--- config.mk ---
export PLATFORM = sky130hd
export DESIGN_NAME = discriminator_frame_decoder_flat
export DESIGN_NICKNAME = d
export VERILOG_FILES = /design/src/rtl/core/dfd_pkg.sv /design/src/rtl/core/dfd_stream_if.sv /design/src/rtl/core/dfd_cell.sv /design/src/rtl/core/discriminator_frame_decoder.sv /design/src/flat_wrapper.sv
export VERILOG_INCLUDE_DIRS = /design/src /design/src/rtl/core
export SDC_FILE = /design/constraint.sdc
export NUM_CORES = 1
export LEC_CHECK = 0
export ABC_AREA = 1
export BUFFER_PORTS_ARGS = -buffer_cell sky130_fd_sc_hd__buf_2
export CAP_MARGIN = 0
export CORE_ASPECT_RATIO = 1.1
export CORE_MARGIN = 5
export CORE_UTILIZATION = 67
export CTS_CLUSTER_SIZE = 28
export DETAILED_ROUTE_END_ITERATION = 12
export PLACE_DENSITY = 0.89
export SLEW_MARGIN = 20
export SYNTH_ARGS = -nofsm -noshare
export SYNTH_HDL_FRONTEND = slang
export SYNTH_SLANG_ARGS = --single-unit
--- constraint.sdc ---
create_clock -name clk -period 9.2 [get_ports clk]
set_input_delay 0.92 -clock clk [delete_from_list [all_inputs] [get_ports clk]]
set_output_delay 0.92 -clock clk [all_outputs]
set_load 0.02 [all_outputs]
--- src/rtl/core/discriminator_frame_decoder_defines.svh ---
// Assertion macros used by the frame decoder.
`ifndef DISCRIMINATOR_FRAME_DECODER_DEFINES_SVH
`define DISCRIMINATOR_FRAME_DECODER_DEFINES_SVH

`ifndef SYNTHESIS

`define DFD_ASSERT_NOW(label, clk_sig, rst_sig, ante, cons) \
    label: assert property (@(posedge clk_sig) disable iff (!rst_sig) (ante) |-> (cons)) \
        else $error("frame decoder check failed");

`define DFD_ASSERT_NEXT(label, clk_sig, rst_sig, ante, cons) \
    label: assert property (@(posedge clk_sig) disable iff (!rst_sig) (ante) |=> (cons)) \
        else $error("frame decoder check failed");

`else

`define DFD_ASSERT_NOW(label, clk_sig, rst_sig, ante, cons)

`define DFD_ASSERT_NEXT(label, clk_sig, rst_sig, ante, cons)

`endif

`endif

--- src/rtl/core/dfd_pkg.sv ---
`timescale 1ns / 1ps

package dfd_pkg;

    localparam int POS_W   = 12;
    localparam int WORD_W  = 5;
    localparam int COUNT_W = 5;

    localparam logic [POS_W-1:0] POS_MAX      = 12'd4095;
    localparam logic [POS_W-1:0] HEADER_LAST  = 12'd11;
    localparam logic [POS_W-1:0] COUNTS01_POS = 12'd12;
    localparam logic [POS_W-1:0] COUNTS23_POS = 12'd13;
    localparam logic [POS_W-1:0] DATA_START   = 12'd14;

    localparam logic [WORD_W-1:0] ROWS_PER_HIT      = 5'd16;
    localparam logic [WORD_W-1:0] WORD_QUARTER_LOW  = 5'd16;
    localparam logic [WORD_W-1:0] WORD_QUARTER_HIGH = 5'd17;
    localparam logic [WORD_W-1:0] WORD_STAMP_LOW    = 5'd18;
    localparam logic [WORD_W-1:0] WORD_STAMP_HIGH   = 5'd19;

    localparam logic [1:0] STATUS_HIT      = 2'd0;
    localparam logic [1:0] STATUS_ZERO_LEN = 2'd1;
    localparam logic [1:0] STATUS_DUMMY    = 2'd2;

    typedef logic [3:0][3:0] hit_counts_t;

    typedef struct packed {
        logic [7:0] frame_byte;
        logic       frame_end;
    } in_item_t;

    typedef struct packed {
        logic [1:0]  status;
        logic [1:0]  trip_index;
        logic [3:0]  hit_index;
        logic [3:0]  channel_index;
        logic [1:0]  quarter_ticks;
        logic [4:0]  delay_ticks;
        logic [31:0] time_stamp;
        logic        burst_last;
    } out_item_t;

    typedef struct packed {
        logic clear_all;
        logic clear_count;
        logic add_row;
        logic load_qlo;
        logic load_qhi;
        logic load_snap;
        logic shift;
    } cell_ctrl_t;

endpackage

--- src/rtl/core/dfd_stream_if.sv ---
`timescale 1ns / 1ps

interface dfd_stream_if #(parameter type T = logic);
    logic valid;
    logic ready;
    T     data;

    modport source (output valid, output data, input ready);
    modport sink (input valid, input data, output ready);
endinterface

--- src/rtl/core/dfd_cell.sv ---
`timescale 1ns / 1ps

module dfd_cell #(
    parameter int SRL_DEPTH = 16
) (
    input  logic              clk,
    input  logic              rst_n,
    input  dfd_pkg::cell_ctrl_t ctrl,
    input  logic              row_bit,
    input  logic [1:0]        next_qt,
    input  logic [4:0]        next_dt,
    output logic [1:0]        snap_qt,
    output logic [4:0]        snap_dt
);
    import dfd_pkg::*;

    logic [COUNT_W-1:0] count_reg;
    logic               qlo_reg;
    logic               qhi_reg;
    logic [1:0]         snap_qt_reg;
    logic [4:0]         snap_dt_reg;

    always_ff @(posedge clk or negedge rst_n)
    begin
        if (!rst_n)
        begin
            count_reg <= '0;
            qlo_reg   <= 1'b0;
            qhi_reg   <= 1'b0;
        end
        else if (ctrl.clear_all)
        begin
            count_reg <= '0;
            qlo_reg   <= 1'b0;
            qhi_reg   <= 1'b0;
        end
        else
        begin
            if (ctrl.clear_count)
            begin
                count_reg <= '0;
            end
            else if (ctrl.add_row)
            begin
                count_reg <= count_reg + COUNT_W'(row_bit);
            end
            if (ctrl.load_qlo)
            begin
                qlo_reg <= row_bit;
            end
            if (ctrl.load_qhi)
            begin
                qhi_reg <= row_bit;
            end
        end
    end

    always_ff @(posedge clk)
    begin
        if (ctrl.load_snap)
        begin
            snap_qt_reg <= {qhi_reg, qlo_reg};
            snap_dt_reg <= 5'(SRL_DEPTH) - count_reg;
        end
        else if (ctrl.shift)
        begin
            snap_qt_reg <= next_qt;
            snap_dt_reg <= next_dt;
        end
    end

    assign snap_qt = snap_qt_reg;
    assign snap_dt = snap_dt_reg;

endmodule

--- src/rtl/core/discriminator_frame_decoder.sv ---
// Discriminator frame decoder: one frame byte per transaction, one byte per cycle unless stalled.
// An error result appears in the cycle after header byte 11 is taken.
// A hit's CHANNELS results start the cycle after its last byte, one per cycle while ready.
// Input stalls only when header byte 11 or a hit's last byte meets an undrained burst.
// Reset (rst_n, asynchronous, active low) returns the parser to frame start.
`timescale 1ns / 1ps

`include "discriminator_frame_decoder_defines.svh"

module discriminator_frame_decoder #(
    parameter int CHANNELS     = 16,
    parameter int SRL_DEPTH    = 16,
    parameter int LEN_HIGH_POS = 0,
    parameter int LEN_LOW_POS  = 1,
    parameter int DUMMY_POS    = 11
) (
    input logic          clk,
    input logic          rst_n,
    dfd_stream_if.sink   frame_in,
    dfd_stream_if.source result_out
);
    import dfd_pkg::*;

    localparam int CNT_W = $clog2(CHANNELS + 1);
    localparam logic [CNT_W-1:0] CH_COUNT = CNT_W'(CHANNELS);

    logic [POS_W-1:0]  pos_reg, pos_next;
    logic              len_nz_reg, len_nz_next;
    logic              failed_reg, failed_next;
    hit_counts_t       hits_reg, hits_next;
    logic [1:0]        trip_reg, trip_next;
    logic [3:0]        hit_reg, hit_next;
    logic [WORD_W-1:0] word_reg, word_next;
    logic [7:0]        hold_reg, hold_next;
    logic [15:0]       stamp_lo_reg, stamp_lo_next;

    logic [CNT_W-1:0]  burst_count_reg;
    logic [1:0]        burst_status_reg;
    logic [1:0]        burst_trip_reg;
    logic [3:0]        burst_hit_reg;
    logic [31:0]       burst_ts_reg;

    logic [7:0]  in_byte;
    logic        in_end;
    logic        in_fire;
    logic        out_fire;
    logic [15:0] data_word;
    logic        in_header;
    logic        header_last;
    logic        ln_new;
    logic        ff_new;
    logic        err_zero;
    logic        err_dummy;
    logic        active;
    logic        word_done;
    logic        hit_done;
    logic        may_emit;
    logic        load_hit;
    logic        load_err;
    logic        is_hit;
    logic [3:0]  hit_inc;
    hit_counts_t hits_cleared;

    cell_ctrl_t  ctrl;
    logic [1:0]  chain_qt [CHANNELS+1];
    logic [4:0]  chain_dt [CHANNELS+1];

    function automatic logic [1:0] pick_trip(input hit_counts_t counts, input logic [1:0] current);
        logic [1:0] sel;
        sel = current;
        for (int t = 3; t >= 0; t--)
        begin
            if (counts[t] != 4'd0)
            begin
                sel = 2'(t);
            end
        end
        return sel;
    endfunction

    assign in_byte   = frame_in.data.frame_byte;
    assign in_end    = frame_in.data.frame_end;
    assign in_fire   = frame_in.valid && frame_in.ready;
    assign out_fire  = result_out.valid && result_out.ready;
    assign data_word = {in_byte, hold_reg};

    assign in_header   = pos_reg <= HEADER_LAST;
    assign header_last = pos_reg == HEADER_LAST;
    assign ln_new      = len_nz_reg || (in_byte != 8'd0 &&
                         (pos_reg == POS_W'(LEN_HIGH_POS) || pos_reg == POS_W'(LEN_LOW_POS)));
    assign ff_new      = failed_reg || (in_byte != 8'd0 && pos_reg == POS_W'(DUMMY_POS));
    assign err_zero    = header_last && !ln_new;
    assign err_dummy   = header_last && ln_new && ff_new;

    assign active    = !in_header && !failed_reg && pos_reg >= DATA_START &&
                       hits_reg[trip_reg] != 4'd0;
    assign word_done = active && pos_reg[0];
    assign hit_done  = word_done && word_reg == WORD_STAMP_HIGH;
    assign may_emit  = header_last || hit_done;

    assign frame_in.ready = (burst_count_reg == '0) || !may_emit;

    assign load_hit = in_fire && hit_done;
    assign load_err = in_fire && (err_zero || err_dummy);

    assign hit_inc = hit_reg + 4'd1;

    always_comb
    begin
        hits_cleared           = hits_reg;
        hits_cleared[trip_reg] = 4'd0;
    end

    always_comb
    begin
        pos_next      = pos_reg;
        len_nz_next   = len_nz_reg;
        failed_next   = failed_reg;
        hits_next     = hits_reg;
        trip_next     = trip_reg;
        hit_next      = hit_reg;
        word_next     = word_reg;
        hold_next     = hold_reg;
        stamp_lo_next = stamp_lo_reg;
        if (in_fire)
        begin
            if (in_header)
            begin
                len_nz_next = ln_new;
                failed_next = ff_new || err_zero;
            end
            else if (!failed_reg)
            begin
                if (pos_reg == COUNTS01_POS)
                begin
                    hits_next[0] = in_byte[3:0];
                    hits_next[1] = in_byte[7:4];
                end
                else if (pos_reg == COUNTS23_POS)
                begin
                    hits_next[2] = in_byte[3:0];
                    hits_next[3] = in_byte[7:4];
                    hit_next     = 4'd0;
                    word_next    = '0;
                    trip_next    = pick_trip({in_byte[7:4], in_byte[3:0],
                                              hits_reg[1], hits_reg[0]}, trip_reg);
                end
                else if (active)
                begin
                    if (!pos_reg[0])
                    begin
                        hold_next = in_byte;
                    end
                    else
                    begin
                        if (word_reg == WORD_STAMP_LOW)
                        begin
                            stamp_lo_next = data_word;
                        end
                        if (word_reg == WORD_STAMP_HIGH)
                        begin
                            if (hit_inc >= hits_reg[trip_reg])
                            begin
                                hits_next = hits_cleared;
                                hit_next  = 4'd0;
                                trip_next = pick_trip(hits_cleared, trip_reg);
                            end
                            else
                            begin
                                hit_next = hit_inc;
                            end
                            word_next = '0;
                        end
                        else
                        begin
                            word_next = word_reg + 5'd1;
                        end
                    end
                end
            end
            if (pos_reg != POS_MAX)
            begin
                pos_next = pos_reg + 12'd1;
            end
            if (in_end)
            begin
                pos_next      = '0;
                len_nz_next   = 1'b0;
                failed_next   = 1'b0;
                hits_next     = '0;
                trip_next     = 2'd0;
                hit_next      = 4'd0;
                word_next     = '0;
                hold_next     = 8'd0;
                stamp_lo_next = 16'd0;
            end
        end
    end

    always_ff @(posedge clk or negedge rst_n)
    begin
        if (!rst_n)
        begin
            pos_reg      <= '0;
            len_nz_reg   <= 1'b0;
            failed_reg   <= 1'b0;
            hits_reg     <= '0;
            trip_reg     <= 2'd0;
            hit_reg      <= 4'd0;
            word_reg     <= '0;
            hold_reg     <= 8'd0;
            stamp_lo_reg <= 16'd0;
        end
        else
        begin
            pos_reg      <= pos_next;
            len_nz_reg   <= len_nz_next;
            failed_reg   <= failed_next;
            hits_reg     <= hits_next;
            trip_reg     <= trip_next;
            hit_reg      <= hit_next;
            word_reg     <= word_next;
            hold_reg     <= hold_next;
            stamp_lo_reg <= stamp_lo_next;
        end
    end

    always_ff @(posedge clk or negedge rst_n)
    begin
        if (!rst_n)
        begin
            burst_count_reg  <= '0;
            burst_status_reg <= STATUS_HIT;
        end
        else if (load_hit)
        begin
            burst_count_reg  <= CH_COUNT;
            burst_status_reg <= STATUS_HIT;
        end
        else if (load_err)
        begin
            burst_count_reg  <= CNT_W'(1);
            burst_status_reg <= err_zero ? STATUS_ZERO_LEN : STATUS_DUMMY;
        end
        else if (out_fire)
        begin
            burst_count_reg <= burst_count_reg - CNT_W'(1);
        end
    end

    always_ff @(posedge clk)
    begin
        if (load_hit)
        begin
            burst_trip_reg <= trip_reg;
            burst_hit_reg  <= hit_reg;
            burst_ts_reg   <= {data_word, stamp_lo_reg};
        end
        else if (load_err)
        begin
            burst_trip_reg <= 2'd0;
            burst_hit_reg  <= 4'd0;
            burst_ts_reg   <= 32'd0;
        end
    end

    always_comb
    begin
        ctrl.clear_all   = in_fire && in_end;
        ctrl.clear_count = in_fire && hit_done;
        ctrl.add_row     = in_fire && word_done && word_reg < ROWS_PER_HIT &&
                           word_reg < 5'(SRL_DEPTH);
        ctrl.load_qlo    = in_fire && word_done && word_reg == WORD_QUARTER_LOW;
        ctrl.load_qhi    = in_fire && word_done && word_reg == WORD_QUARTER_HIGH;
        ctrl.load_snap   = load_hit;
        ctrl.shift       = out_fire;
    end

    assign chain_qt[CHANNELS] = 2'd0;
    assign chain_dt[CHANNELS] = 5'd0;

    for (genvar i = 0; i < CHANNELS; i++)
    begin : g_cell
        dfd_cell #(
            .SRL_DEPTH (SRL_DEPTH)
        ) u_cell (
            .clk     (clk),
            .rst_n   (rst_n),
            .ctrl    (ctrl),
            .row_bit (data_word[i]),
            .next_qt (chain_qt[i+1]),
            .next_dt (chain_dt[i+1]),
            .snap_qt (chain_qt[i]),
            .snap_dt (chain_dt[i])
        );
    end

    assign is_hit = burst_status_reg == STATUS_HIT;

    assign result_out.valid              = burst_count_reg != '0;
    assign result_out.data.status        = burst_status_reg;
    assign result_out.data.trip_index    = burst_trip_reg;
    assign result_out.data.hit_index     = burst_hit_reg;
    assign result_out.data.channel_index = is_hit ? 4'(CH_COUNT - burst_count_reg) : 4'd0;
    assign result_out.data.quarter_ticks = is_hit ? chain_qt[0] : 2'd0;
    assign result_out.data.delay_ticks   = is_hit ? chain_dt[0] : 5'd0;
    assign result_out.data.time_stamp    = burst_ts_reg;
    assign result_out.data.burst_last    = burst_count_reg == CNT_W'(1);

    `DFD_ASSERT_NOW(a_load_only_when_empty, clk, rst_n, load_hit || load_err, burst_count_reg == '0)
    `DFD_ASSERT_NOW(a_count_in_range, clk, rst_n, 1'b1, burst_count_reg <= CH_COUNT)
    `DFD_ASSERT_NOW(a_error_single, clk, rst_n, result_out.valid && !is_hit,
                    burst_count_reg == CNT_W'(1))
    `DFD_ASSERT_NEXT(a_last_drains, clk, rst_n, out_fire && burst_count_reg == CNT_W'(1),
                     burst_count_reg == '0)

endmodule

--- src/flat_wrapper.sv ---
// flat-port wrapper written by rule: the top's interface ports become plain ports
module discriminator_frame_decoder_flat import dfd_pkg::*;
#(
    parameter int CHANNELS     = 16,
    parameter int SRL_DEPTH    = 16,
    parameter int LEN_HIGH_POS = 0,
    parameter int LEN_LOW_POS  = 1,
    parameter int DUMMY_POS    = 11
)
  (clk, rst_n, frame_in_valid, frame_in_data, frame_in_ready, result_out_valid, result_out_data, result_out_ready);
  dfd_stream_if #(.T(in_item_t)) frame_in_i ();
  dfd_stream_if #(.T(out_item_t)) result_out_i ();
  input logic clk;
  input logic rst_n;
  input wire logic [$bits(frame_in_i.valid)-1:0] frame_in_valid;
  input wire logic [$bits(frame_in_i.data)-1:0] frame_in_data;
  output wire logic [$bits(frame_in_i.ready)-1:0] frame_in_ready;
  output wire logic [$bits(result_out_i.valid)-1:0] result_out_valid;
  output wire logic [$bits(result_out_i.data)-1:0] result_out_data;
  input wire logic [$bits(result_out_i.ready)-1:0] result_out_ready;
  assign frame_in_i.valid = frame_in_valid;
  assign frame_in_i.data = frame_in_data;
  assign frame_in_ready = frame_in_i.ready;
  assign result_out_valid = result_out_i.valid;
  assign result_out_data = result_out_i.data;
  assign result_out_i.ready = result_out_ready;
  discriminator_frame_decoder #(.CHANNELS(CHANNELS), .SRL_DEPTH(SRL_DEPTH), .LEN_HIGH_POS(LEN_HIGH_POS), .LEN_LOW_POS(LEN_LOW_POS), .DUMMY_POS(DUMMY_POS)) u_core (.clk(clk), .rst_n(rst_n), .frame_in(frame_in_i), .result_out(result_out_i));
endmodule
==> out/results.tsv <==
stage	metric	value	unit
placement	port_buffers	66	
drt	viasPerCell	5.87	
global_routing	grt_max_degree	113	
floorplanning	io_pins	67	
pwr	p_seq_share	49.3	%
yosys	syn_inst	1941	
timing	final.setup.tns	0	ns
pwr	clockPowerShare	35.4	%
clocking	clk_pin_slew	0.06	ns
timing	fmax	263	MHz
floorplanning	start_util	67.2	%
pwr	switching_share	28.2	%
final_layout	nets	2025	
placement	dp_hpwl	25.4	mm
pwr	p_comb_share	15.2	%
floorplanning	die_y	179	um
yosys	postSynthAreaPerCell	8.97	um^2
worst_hold_path	hp-start	u_core.stamp_lo_reg[9]	
clocking	ctsHoldBuffers	0	
global_routing	grt_pass1_wl	66.7	mm
critical_path	reg2reg_depth	11	
worst_hold_path	whs_endpoint	u_core.stamp_lo_reg[9]	
timing	worst_slack	5.39	ns
critical_path	path_cells	inv_1, ha_1, o21ai_1, a21oi_4, nand2_4, nor2_4, nand4_1, buf_4, buf_4, nand2_1, o21ai_1	
clocking	cts_sinks	334	
drt	via_count	13662	
final_layout	syn_to_final_growth	8.34	%
yosys	yosysSeqAreaShare	52.3	%
global_routing	antenna_found_initial	0	
yosys	ys_warn_count	0	
clocking	cts_setup_buffers	0	
timing	fin_crit	3.81	ns
critical_path	worstSetupPathType	reg -> reg	
global_routing	gr-total-overflow	0	
yosys	synth_async_sr_flop_share	55.1	%
yosys	synth.distinct_cells	43	
critical_path	r2r-start	u_core.pos_reg[0]	
yosys	ys.flop_type	dfrtp_1	
drt	dr.pass1.iters	7	
timing	hold_viol	0	
placement	post-place-ws	5.30	ns
pwr	netSwitchingPower	1.09	mW
critical_path	r2r_end	u_core.g_cell[4].u_cell.snap_dt[2]	
job	cap_violations	0	
drt	ant_nets	0	
timing	worstMarginPinSlew	1.09	ns
critical_path	end_kind	flip-flop	
critical_path	max_stage_delay	0.81	ns
floorplanning	rows	62	
timing	setup_viol	0	
clocking	cts_root_buf	clkbuf_16	
worst_hold_path	hp-class	reg -> reg	
yosys	syn_nets	2017	
final_layout	num_antenna_cells	0	
clocking	cts_buffers	34	
critical_path	crit_family	buffers and inverters	
critical_path	cp.depth	11	
critical_path	arrival	4.15	ns
pwr	vdd_drop_max	169	uV
clocking	clock_latency	0.52	ns
drt	drt-initial-drc-count	1288	
timing	slew_headroom	27.5	%
drt	detail_route.wirelength	40.3	mm
floorplanning	die_area	29300	um^2
clocking	clockBufferDepth	3	
critical_path	critPathSlowestCell	buf_4	
pwr	power-per-cell-area	205	nW/um^2
yosys	synth.area.top_cells	dfrtp_1, edfxtp_1, nand2_1	
yosys	netlist_area	17400	um^2
yosys	synthDominantCellAreaShare	26.4	%
global_routing	grtUsageTotal	28.1	%
timing	timing.final.crit_share	41.4	%
pwr	p_leak	9.14	nW
floorplanning	core-area	25900	um^2
critical_path	path_max_fanout	95	
drt	wire_per_inst	17.3	um
yosys	synth-edff-count	150	
yosys	yosys.area.top_type	dfrtp_1	
timing	timing.hold.ws	0.474	ns
placement	globalplace.congestion	0.901	
drt	route.detailed.drc	0	
pwr	finalPower	3.86	mW
outcome	status	finished clean	
floorplanning	die_x	164	um
pwr	internal_power	2.78	mW
critical_path	critPathLaunchType	flip-flop	
clocking	cts-resized-gates	0	
global_routing	grt_pass1_vias	13564	
timing	skew	0.0219	ns
clocking	h-tree-depth	2	
clocking	cts_tree	done	
critical_path	critPathBufInv	3	
worst_hold_path	hold_depth	2	
timing	rsz0062_at_grt	no	
yosys	synth-seq-cells	334	
critical_path	cp_data_required_time	9.55	ns
final_layout	drive_gt1_share	8.61	%
timing	slew_violations	0	
critical_path	r2r_setup_slack	5.39	ns
layout make-up:
type,count,area [um^2]
Clock buffer,53,993
Clock inverter,8,97.6
Fill cell,1767,7040
Inverter,185,697
Multi-Input combinational cell,1316,7080
Sequential cell,334,9110
Tap cell,352,440
Timing Repair Buffer,78,453
Yosys cell counts, types with 5 or more instances:
cell type / n
nand2_1: 489
nand3_1: 301
dfrtp_1: 184
inv_1: 179
edfxtp_1: 150
nor2_1: 114
o21ai_1: 102
xor2_1: 91
buf_2: 65
ha_1: 63
clkbuf_1: 28
o21ai_0: 26
nand4_1: 24
xnor2_1: 19
nand3_2: 11
nor3_1: 11
o21bai_1: 9
a32oi_1: 8
buf_4: 8
nand2_2: 6
a21oi_1: 5
inv_2: 5
tightest hold or removal path, stage by stage (launching register included):
cell and delay (ns):
dfrtp_1 0.34, nand2_1 0.05, nand2_1 0.05
worst max-delay path by stage:
stage | from | to
final | u_core.pos_reg[0] | u_core.g_cell[4].u_cell.snap_dt[2]
after global routing | u_core.pos_reg[0] | u_core.g_cell[4].u_cell.snap_dt[2]
after CTS | u_core.pos_reg[0] | u_core.g_cell[7].u_cell.qlo_reg
after detailed placement | u_core.pos_reg[0] | u_core.g_cell[3].u_cell.qlo_reg
after global placement | u_core.pos_reg[0] | u_core.g_cell[6].u_cell.count_reg[2]
after floorplan | u_core.pos_reg[0] | u_core.g_cell[0].u_cell.snap_dt[0]
logic make-up (layout without fill, tap and decap cells):
kind of cell / count (synthesis) / after routing / share of synthesized area, %
flops: 334 / 334 / 52.3
fa+ha+maj: 63 / 63 / 4.53
simple gates: 977 / 977 / 25.0
buf+inv: 291 / 324 / 7.11
xor+xnor: 110 / 110 / 5.53
compound gates: 166 / 166 / 5.55
stage by stage:
| step | cells | utilization [%] | instance area (um^2) |
|---|---|---|---|
| 3_3_place_gp | 2264 | 68.5 | 17700 |
| 3_5_place_dp | 2264 | 68.5 | 17700 |
| 4_1_cts | 2325 | 72.7 | 18800 |
| 2_1_floorplan | 1941 | - | 17400 |
| 5_1_grt | 2326 | 72.8 | 18900 |
| 6_report | 2326 | 72.8 | 18900 |
cell usage in the layout, fill, tap and decap left out, drive strengths merged:
master / count
bufinv: 2
nand3b: 1
clkbuf: 54
a21boi: 1
o21bai: 9
xnor2: 19
nand4: 26
a32oi: 8
or2: 2
a31oi: 1
nor4: 4
o32ai: 4
inv: 185
o21ai: 128
nand3: 313
clkinv: 6
edfxtp: 150
buf: 77
nand2: 498
a21oi: 7
dfrtp: 184
o31ai: 4
ha: 63
o22ai: 4
nor3: 13
nor2: 120
xor2: 91
power groups by stage:
stage / Combinational [mW] / Sequential [mW] / Clock (mW)
after floorplan: 0.434 / 1.89 / 0
after global placement: 0.553 / 1.93 / 0
after CTS: 0.587 / 1.90 / 1.38
after detailed placement: 0.581 / 1.93 / 0
after global routing: 0.668 / 1.92 / 1.44
final: 0.589 / 1.91 / 1.37
routing by layer:
metal  global-route usage [%]  vias up  wire, um
met5                        0        -         0
met4                     11.1        0      1440
met3                     4.90      109      2990
met2                     47.6      553     20200
met1                     36.2     6593     15700
li1                         -     6407         -
(Power assumes the default switching activity.)
